File: src/rtl/core/kvce_pkg.sv
// ----------------------------------------------------------------------------
// kvce_pkg
// Shared types and constants of the key-value command engine.
// ----------------------------------------------------------------------------
package kvce_pkg;

    localparam int TableEntries = 1024;
    localparam int StringBytes  = 50;

    localparam int SlotW  = $clog2(TableEntries);
    localparam int CountW = $clog2(TableEntries + 1);
    localparam int PosW   = $clog2(StringBytes);
    localparam int AddrW  = $clog2(TableEntries * StringBytes);

    localparam logic [7:0] ChPut  = 8'h70;
    localparam logic [7:0] ChGet  = 8'h67;
    localparam logic [7:0] ChNone = 8'h6e;
    localparam logic [7:0] ChFnd  = 8'h66;
    localparam logic [7:0] ChNul  = 8'h00;
    localparam logic [PosW-1:0] MaxLen = PosW'(StringBytes - 1);

    // Datapath commands issued by the controller.
    typedef struct packed {
        logic               buf_key_wr;   // write key buffer at pos
        logic               buf_val_wr;   // write value buffer at pos
        logic [PosW-1:0]    buf_pos;
        logic [7:0]         buf_data;
        logic [SlotW-1:0]   slot;
        logic [PosW-1:0]    pos;
        logic               key_wr;       // write key store from key buffer
        logic               val_wr;       // write value store from value buffer
        logic               key_nul;      // write NUL into the key store
        logic               val_nul;      // write NUL into the value store
    } kvce_cmd_t;

    // Datapath status back to the controller (registered read data).
    typedef struct packed {
        logic [7:0] store_byte;
        logic [7:0] buf_byte;
        logic [7:0] val_byte;
    } kvce_stat_t;

endpackage

File: src/rtl/core/kvce_ctrl.sv
// ----------------------------------------------------------------------------
// kvce_ctrl
// Command parser, linear key search and reply sequencer.
// ----------------------------------------------------------------------------
module kvce_ctrl
(
    input  logic                 clk,
    input  logic                 rst_n,
    input  logic                 in_valid,
    output logic                 in_stall,
    input  logic                 kind,
    input  logic [7:0]           data_byte,
    output logic                 out_valid,
    input  logic                 out_stall,
    output logic [7:0]           reply_byte,
    output logic                 last_of_reply,
    output logic                 close_request,
    output kvce_pkg::kvce_cmd_t  cmd,
    input  kvce_pkg::kvce_stat_t stat
);

    typedef enum logic [3:0] {
        S_CMD, S_PKEY, S_PVAL, S_GKEY, S_DISC,
        S_SRCH, S_SCMP, S_COPY, S_RREQ, S_RDAT, S_OUT
    } state_t;

    state_t                         state_reg;
    logic                           is_get_reg;
    logic                           found_reg;
    logic                           match_reg;
    logic [kvce_pkg::PosW-1:0]      klen_reg;
    logic [kvce_pkg::PosW-1:0]      vlen_reg;
    logic [kvce_pkg::PosW-1:0]      pos_reg;
    logic [kvce_pkg::SlotW-1:0]     slot_reg;
    logic [kvce_pkg::CountW-1:0]    count_reg;
    logic                           ovalid_reg;
    logic [7:0]                     obyte_reg;
    logic                           olast_reg;
    logic                           oclose_reg;
    logic                           take;
    logic                           oready;
    logic                           slot_end;

    assign oready   = !ovalid_reg || !out_stall;
    assign in_stall = !(state_reg == S_CMD || state_reg == S_PKEY ||
                        state_reg == S_PVAL || state_reg == S_GKEY ||
                        state_reg == S_DISC) || !oready;
    assign take     = in_valid && !in_stall;
    assign slot_end = {1'b0, slot_reg} + 1'b1 >= count_reg;

    assign out_valid     = ovalid_reg;
    assign reply_byte    = obyte_reg;
    assign last_of_reply = olast_reg;
    assign close_request = oclose_reg;

    // Drive memory commands
    always_comb
    begin
        cmd            = '0;
        cmd.buf_data   = data_byte;
        cmd.buf_pos    = (state_reg == S_PVAL) ? vlen_reg : klen_reg;
        cmd.slot       = slot_reg;
        cmd.pos        = pos_reg;
        if (take && !kind && data_byte != kvce_pkg::ChNul)
        begin
            cmd.buf_key_wr = (state_reg == S_PKEY || state_reg == S_GKEY)
                             && klen_reg < kvce_pkg::MaxLen;
            cmd.buf_val_wr = state_reg == S_PVAL && vlen_reg < kvce_pkg::MaxLen;
        end
        if (state_reg == S_COPY)
        begin
            cmd.val_wr  = pos_reg <= vlen_reg;
            cmd.key_wr  = !found_reg && pos_reg <= klen_reg;
            cmd.val_nul = pos_reg == vlen_reg;
            cmd.key_nul = pos_reg == klen_reg;
        end
    end

    // Hold state, counters and the result register
    always_ff @(posedge clk or negedge rst_n)
    begin
        if (!rst_n)
        begin
            state_reg  <= S_CMD;
            is_get_reg <= 1'b0;
            found_reg  <= 1'b0;
            match_reg  <= 1'b0;
            klen_reg   <= '0;
            vlen_reg   <= '0;
            pos_reg    <= '0;
            slot_reg   <= '0;
            count_reg  <= '0;
            ovalid_reg <= 1'b0;
            obyte_reg  <= '0;
            olast_reg  <= 1'b0;
            oclose_reg <= 1'b0;
        end
        else
        begin
            if (ovalid_reg && !out_stall)
            begin
                ovalid_reg <= 1'b0;
            end
            if (take && kind)
            begin
                state_reg <= S_CMD;
                klen_reg  <= '0;
                vlen_reg  <= '0;
            end
            else if (take)
            begin
                unique case (state_reg)
                    S_CMD:
                    begin
                        klen_reg <= '0;
                        if (data_byte == kvce_pkg::ChPut)
                        begin
                            state_reg  <= S_PKEY;
                            is_get_reg <= 1'b0;
                        end
                        else if (data_byte == kvce_pkg::ChGet)
                        begin
                            state_reg  <= S_GKEY;
                            is_get_reg <= 1'b1;
                        end
                        else
                        begin
                            state_reg  <= S_DISC;
                            ovalid_reg <= 1'b1;
                            obyte_reg  <= kvce_pkg::ChNul;
                            olast_reg  <= 1'b1;
                            oclose_reg <= 1'b1;
                        end
                    end
                    S_PKEY, S_GKEY:
                    begin
                        if (data_byte != kvce_pkg::ChNul)
                        begin
                            if (klen_reg < kvce_pkg::MaxLen)
                            begin
                                klen_reg <= klen_reg + 1'b1;
                            end
                        end
                        else if (klen_reg == '0)
                        begin
                            state_reg  <= S_DISC;
                            ovalid_reg <= 1'b1;
                            obyte_reg  <= kvce_pkg::ChNul;
                            olast_reg  <= 1'b1;
                            oclose_reg <= 1'b1;
                        end
                        else if (state_reg == S_PKEY)
                        begin
                            state_reg <= S_PVAL;
                            vlen_reg  <= '0;
                        end
                        else
                        begin
                            state_reg <= S_SRCH;
                            slot_reg  <= '0;
                            pos_reg   <= '0;
                            found_reg <= 1'b0;
                        end
                    end
                    S_PVAL:
                    begin
                        if (data_byte != kvce_pkg::ChNul)
                        begin
                            if (vlen_reg < kvce_pkg::MaxLen)
                            begin
                                vlen_reg <= vlen_reg + 1'b1;
                            end
                        end
                        else
                        begin
                            state_reg <= S_SRCH;
                            slot_reg  <= '0;
                            pos_reg   <= '0;
                            found_reg <= 1'b0;
                        end
                    end
                    default:
                    begin
                        state_reg <= state_reg;
                    end
                endcase
            end
            else
            begin
                unique case (state_reg)
                    // Start a compare of one slot, or finish the search
                    S_SRCH:
                    begin
                        if ({1'b0, slot_reg} >= count_reg)
                        begin
                            found_reg <= 1'b0;
                            pos_reg   <= '0;
                            if (is_get_reg)
                            begin
                                state_reg <= S_RREQ;
                            end
                            else if (count_reg < kvce_pkg::CountW'(kvce_pkg::TableEntries))
                            begin
                                state_reg <= S_COPY;
                            end
                            else
                            begin
                                state_reg <= S_CMD;
                                klen_reg  <= '0;
                                vlen_reg  <= '0;
                            end
                        end
                        else
                        begin
                            state_reg <= S_SCMP;
                            pos_reg   <= pos_reg + 1'b1;
                            match_reg <= 1'b1;
                        end
                    end
                    // Compare one byte a cycle against the key buffer
                    S_SCMP:
                    begin
                        if ((pos_reg - 1'b1) == klen_reg)
                        begin
                            if (match_reg && stat.store_byte == kvce_pkg::ChNul)
                            begin
                                found_reg <= 1'b1;
                                pos_reg   <= '0;
                                state_reg <= is_get_reg ? S_RREQ : S_COPY;
                            end
                            else if (slot_end)
                            begin
                                // No stored key matched: miss, append or drop
                                found_reg <= 1'b0;
                                pos_reg   <= '0;
                                slot_reg  <= kvce_pkg::SlotW'(count_reg);
                                if (is_get_reg)
                                begin
                                    state_reg <= S_RREQ;
                                end
                                else if (count_reg < kvce_pkg::CountW'(kvce_pkg::TableEntries))
                                begin
                                    state_reg <= S_COPY;
                                end
                                else
                                begin
                                    state_reg <= S_CMD;
                                    klen_reg  <= '0;
                                    vlen_reg  <= '0;
                                end
                            end
                            else
                            begin
                                slot_reg  <= slot_reg + 1'b1;
                                pos_reg   <= '0;
                                state_reg <= S_SRCH;
                            end
                        end
                        else
                        begin
                            if (stat.store_byte != stat.buf_byte)
                            begin
                                match_reg <= 1'b0;
                            end
                            pos_reg <= pos_reg + 1'b1;
                        end
                    end
                    // Write value, and key for a new entry
                    S_COPY:
                    begin
                        if (pos_reg >= vlen_reg && (found_reg || pos_reg >= klen_reg))
                        begin
                            if (!found_reg)
                            begin
                                count_reg <= count_reg + 1'b1;
                            end
                            state_reg <= S_CMD;
                            klen_reg  <= '0;
                            vlen_reg  <= '0;
                        end
                        else
                        begin
                            pos_reg <= pos_reg + 1'b1;
                        end
                    end
                    // Emit the first reply byte
                    S_RREQ:
                    begin
                        if (oready)
                        begin
                            ovalid_reg <= 1'b1;
                            oclose_reg <= 1'b0;
                            if (found_reg)
                            begin
                                obyte_reg <= kvce_pkg::ChFnd;
                                olast_reg <= 1'b0;
                                state_reg <= S_RDAT;
                            end
                            else
                            begin
                                obyte_reg <= kvce_pkg::ChNone;
                                olast_reg <= 1'b1;
                                state_reg <= S_CMD;
                                klen_reg  <= '0;
                            end
                        end
                    end
                    // Wait for value read data
                    S_RDAT:
                    begin
                        state_reg <= S_OUT;
                    end
                    S_OUT:
                    begin
                        if (oready)
                        begin
                            ovalid_reg <= 1'b1;
                            oclose_reg <= 1'b0;
                            if (stat.val_byte == kvce_pkg::ChNul || pos_reg == kvce_pkg::MaxLen)
                            begin
                                obyte_reg <= kvce_pkg::ChNul;
                                olast_reg <= 1'b1;
                                state_reg <= S_CMD;
                                klen_reg  <= '0;
                            end
                            else
                            begin
                                obyte_reg <= stat.val_byte;
                                olast_reg <= 1'b0;
                                pos_reg   <= pos_reg + 1'b1;
                                state_reg <= S_RDAT;
                            end
                        end
                    end
                    default:
                    begin
                        state_reg <= state_reg;
                    end
                endcase
            end
        end
    end

endmodule

File: config.mk
export PLATFORM = sky130hd
export DESIGN_NAME = kvce_ctrl
export DESIGN_NICKNAME = d
export VERILOG_FILES = /design/src/rtl/core/kvce_pkg.sv /design/src/rtl/core/kvce_ctrl.sv
export SDC_FILE = /design/constraint.sdc
export NUM_CORES = 1
export LEC_CHECK = 0
export BUFFER_PORTS_ARGS = -buffer_cell sky130_fd_sc_hd__buf_2
export CAP_MARGIN = 20
export CORE_ASPECT_RATIO = 0.6
export CORE_MARGIN = 2
export CORE_UTILIZATION = 45
export DETAILED_ROUTE_END_ITERATION = 12
export GPL_TIMING_DRIVEN = 0
export PLACE_DENSITY = 0.66
export SLEW_MARGIN = 20
export SYNTH_ARGS = -nofsm -noshare
export SYNTH_HDL_FRONTEND = slang
export SYNTH_SLANG_ARGS = --single-unit
File: constraint.sdc
create_clock -name clk -period 3.7 [get_ports clk]
set_input_delay 0.74 -clock clk [delete_from_list [all_inputs] [get_ports clk]]
set_output_delay 0.74 -clock clk [all_outputs]
set_load 0.01 [all_outputs]
After elaboration in Yosys (flattened, before gate mapping). Cells that the tools add are included.

Bits in registers: 57. Latch bits: 0. RAM bits: 0. Memory bits (read-only): 0. Input port bits: 37. Output and inout bits: 48. Memories kept: 0.

$add $sub $neg: 7. Multipliers: 0. Div/mod/pow operators: 0. Order comparisons: 9. Equality and inequality tests: 57. Shift-type cells: 0. Multiplexer cells: 131. Bitwise gates (word level): 3. Reductions and logical operators: 56.

Operator list (count): $mux W6 (39); $mux W10 (9); $mux W4 (17); $mux W8 (8); $ne A4 B4 Y1 const B (14); $ne A3 B3 Y1 const B (13); $pmux W6 S2 (3); $mux W1 (35); $pmux W8 S2 (2); $pmux W6 S5 (1); $pmux W4 S6 (1); $pmux W6 S4 (1); $pmux W10 S2 (1); $reduce_and A10 Y1 (2); $add A6 B1 Y6 const B (3); $eq A6 B6 Y1 (3); $pmux W6 S3 (1); $reduce_and A9 Y1 (2); $eq A4 B3 Y1 const B (4); $eq A8 B7 Y1 const B (2); $logic_not A8 Y1 (2); $reduce_and A8 Y1 (2); $reduce_bool A8 Y1 (2); $mux W3 (5); 40 further kinds (91).

Depth between registers and ports, before layout.
Word-level depth: 12. Gate-level depth with buffers: 14. Gate-level depth less buffers: 13.

Worst setup path after synthesis. No wires, ideal clock.

Kind: reg-to-reg. Start point: reg slot_reg[0] (netlist name). End point: reg slot_reg[3] (netlist name). Setup time: 0.129 ns. Arrival time: 3.058 ns. Data required time: 3.571 ns. Setup slack: 0.513 ns. Stages on the path, launching flop included: 15. Buffers on the path: 2. Clock period less this slack: 3.187 ns. Cell sequence: dfrtp_1 > ha_1 > and3_1 > and3_1 > and3_1 > and3_1 > ha_1 > nand2_1 > o21ai_0 > o21bai_1 > clkbuf_1 > clkbuf_1 > nor2_1 > o21ai_0 > o21ai_0.

Longest elaborated chain between the ends: 7.

RTL lines: from (decl) (line kvce_ctrl.sv:34) `logic [kvce_pkg::SlotW-1:0] slot_reg;`; from (signal assigned) (line kvce_ctrl.sv:236) `slot_reg <= kvce_pkg::SlotW'(count_reg);`; from (signal assigned) (line kvce_ctrl.sv:254) `slot_reg <= slot_reg + 1'b1;`; $add A10 B1 Y11 (line kvce_ctrl.sv:49) `assign slot_end = {1'b0, slot_reg} + 1'b1 >= count_reg;`; $ge A11 B11 Y1 (line kvce_ctrl.sv:49); $mux W10 * (line kvce_ctrl.sv:231) `else if (slot_end)`; $mux W10 * (line kvce_ctrl.sv:225) `if (match_reg && stat.store_byte == kvce_pkg::ChNul)`; $mux W10 * (line kvce_ctrl.sv:223) `if ((pos_reg - 1'b1) == klen_reg)`; $mux W10 * (line kvce_ctrl.sv:190) `unique case (state_reg)`; $mux W10 * (line kvce_ctrl.sv:110) `else if (take)`.

Mark *: on every way between the ends. The rest lies on a longest branch, timed or not. The select of a mux whose other input is x is not followed. A chain may end at the register's enable or synchronous reset.

Final worst setup path.
Start point: reg slot_reg[0] (netlist name). End point: reg slot_reg[8] (netlist name).

The elaborated chain is that of the path after synthesis.

==> summary.txt <==
commonest non-fill, non-tap cells in the layout: 86 x buf_2, 58 x nand2_1, 57 x dfrtp_1
Mapped Nets: 664
status: finished, final reports clean
Tcrit/Tclk final: 94.4%
crit path max fanout: 10
Synthesis Warnings: 0
most common cell after layout, fill and taps aside: buf_2
pre-CTS setup slack: -0.0895 ns
sequential share of the synthesized area: 29.7%
CP top delay family: simple AND/OR/NAND/NOR gates
Die Ht: 84.0 µm
flops & latches, synth: 57
Initial Utilization: 45.8%
n_diodes: 0
clk_lat worst skew: 0.33 ns
Synth Flop Type: dfrtp_1
first-pass GRT wire length: 22.4 mm
Async SR Flop Fraction: 100%
post-synth cell types: 65
largest area contributor in the netlist: dfrtp_1
DRT iter0 DRCs: 594
Tot Pwr: 4880 µW
Min-Delay Path Class: in -> async
Reg area: 1430 µm²
startpoint types: register
critical path class: reg -> reg
GR Overflow Total: 0
crit path DAT: 3.69 ns
Routed WL: 13.8 mm
static leakage: 0.00269 µW
Clock Path Buffers: 2
largest net degree at the start of global routing: 58
Vias/cell: 5.81
crit path capture type: register
cell area after synthesis: 4800 µm²
CTS sink cnt: 57
final clock skew: 0.0119 ns
Most common cell on crit path: and3_1
syn avg cell area: 8.21 µm²
Residual DRC: 0
H-tree Lvls: 3
max_slew headroom: 49.1%
die span in x: 137 µm
initial antenna violation count: 0
Post-DRT Antenna Nets: 0
RD Place Congestion: 0.909
Worst-Margin Slew: 0.764 ns
worst vdd ir: 0.537 mV
fraction of layout cells with a size suffix above 1: 19.9%
number of flip-flops in the largest register: 11
P&R area growth vs syn: 19.4%
Post-synth EDFFs: 0
vias in the first global route: 4439
Final Cell Area: 5730 µm²
min Tclk post-route: 3.49 ns
register clock-pin slew on the reported worst setup and hold paths: 0.06 ns
WP buf/inv: 2
Yosys top cell area share: 29.7%
Worst path max stage delay: 0.46 ns
dpl hpwl: 10.7 mm
WL/cell: 16.7 µm
maximum clock frequency: 0.286 GHz
synth top area cells: dfrtp_1 30%, ha_1 11%, a21oi_1 5.3%
final hold vios: 0
multi-input logic area: 3090 µm²
Final setup viols: 0
Final Worst Setup Slack: 0.208 ns
GRT Util Overall: 25.0%
Syn Inst Count: 585
cts bufs inserted: 9
Reg2Reg Launch Point: slot_reg[0]
CP required: 3.90 ns
Via Count: 4784
MaxCap Viol Count: 0
Critical Path Start: slot_reg[0]
Initial DRT Pass Iterations: 6
crit-path cells: ha_1 > and3_1 > and3_1 > and3_1 > and3_1 > ha_1 > nand2_1 > o21ai_1 > o21bai_1 > buf_2 > clkbuf_2 > nor3_1 > o21ai_0 > o21ai_0
area post-placement: 5400 µm²
RSZ-0062 raised after global routing: false
Finished Layout Cells: 824
total die area: 11500 µm²
Final #Nets: 759
Port Buffers: 84
fill count: 973
Root Driver: clkbuf_16
CTS tree: yes
placed insts: 808
Max Slew Vio Count: 0
Crit-path slowest cell: dfrtp_1
num rows: 29
Core Box Area: 10500 µm²
# IOs: 85
pwr dens: 851 nW/µm²
[metrics by stage]
step | hold WS (ns) | util, % | TNS [ns]
global route | 0.523 | 54.7 | 0
finish | 0.465 | 54.7 | 0
floorplan | 0.444 | - | 0
CTS | 0.508 | 54.6 | 0
global placement | 0.486 | 51.4 | -0.120
detailed placement | 0.490 | 51.5 | -0.206
[cell usage after synthesis (2+ instances only)]
cell type and count:
nand2_1 58, ha_1 42, nand2b_1 5, inv_1 42, and2_1 4, nor3_1 22
o211ai_1 2, a21o_1 2, and3_1 15, o31ai_1 7, o22ai_1 3, a211o_1 2
nor4_1 7, buf_2 2, nand3_1 26, o21a_1 5, nand4_1 11, a211oi_1 2
mux2_2 8, nor2_1 40, o221ai_1 3, mux2i_1 10, nor2b_1 6, o31a_1 3
o21ai_0 43, a32oi_1 2, nor3b_1 7, a21oi_1 51, xor2_1 18, xnor2_1 17
a31oi_1 11, clkbuf_1 12, buf_4 8, dfrtp_1 57, nor2_2 2
[kinds of logic (layout without fill, tap and decap cells)]
kind of cell	after synthesis	count (layout)	share of synthesized area, %
simple gates	215	215	22.9
compound gates	152	152	20.2
buf+inv	66	166	5.84
flops	57	57	29.7
fa+ha+maj	42	42	10.9
xor+xnor	35	35	6.39
mux	18	18	3.96
[routing by layer]
| layer | vias up | share of wire, % | wire (µm) | global-route usage [%] |
|---|---|---|---|---|
| met5 | - | 0 | 0 | 0 |
| met4 | 0 | 1.2 | 170 | 7.22 |
| met3 | 27 | 11 | 1510 | 6.86 |
| met2 | 241 | 38 | 5220 | 32.5 |
| met1 | 2215 | 50 | 6890 | 39.3 |
| li1 | 2301 | - | - | - |
[report_power, final]
group	total, µW	switching, µW	internal, µW	leakage [µW]
clock	921	298	623	0.000162
combinational	2940	1880	1060	0.00178
sequential	1010	228	785	0.000746
[layout make-up]
type,instances,share of cell area (%)
multi-input combinational,462,54.0
sequential,57,24.9
tap,139,3.03
clock inverter,5,1.35
buffer,23,2.14
clock buffer,11,4.41
inverter,43,2.82
timing repair buffer,84,7.38
[path summary, 6_finish.rpt]
path | endpoint | slack, ns | cells past startpoint
max | slot_reg[8] | 0.21 | 14
min | klen_reg[2] | 0.47 | 1
max reg2reg | slot_reg[8] | 0.21 | 14
min reg2reg | reply_byte[1] | 0.50 | 1
max in group asynchronous | reply_byte[6] | 2.71 | 1
min in group clk | reply_byte[1] | 0.50 | 1
[timing repair]
| item | in CTS | in global routing |
|---|---|---|
| hold buffers | 0 | 0 |
| setup buffers | 0 | 0 |
| gates resized for setup | 1 | 6 |
| setup endpoints to repair | 9 | 12 |
| endpoints found under the hold margin | 0 | 0 |
(Power assumes the default switching activity.)
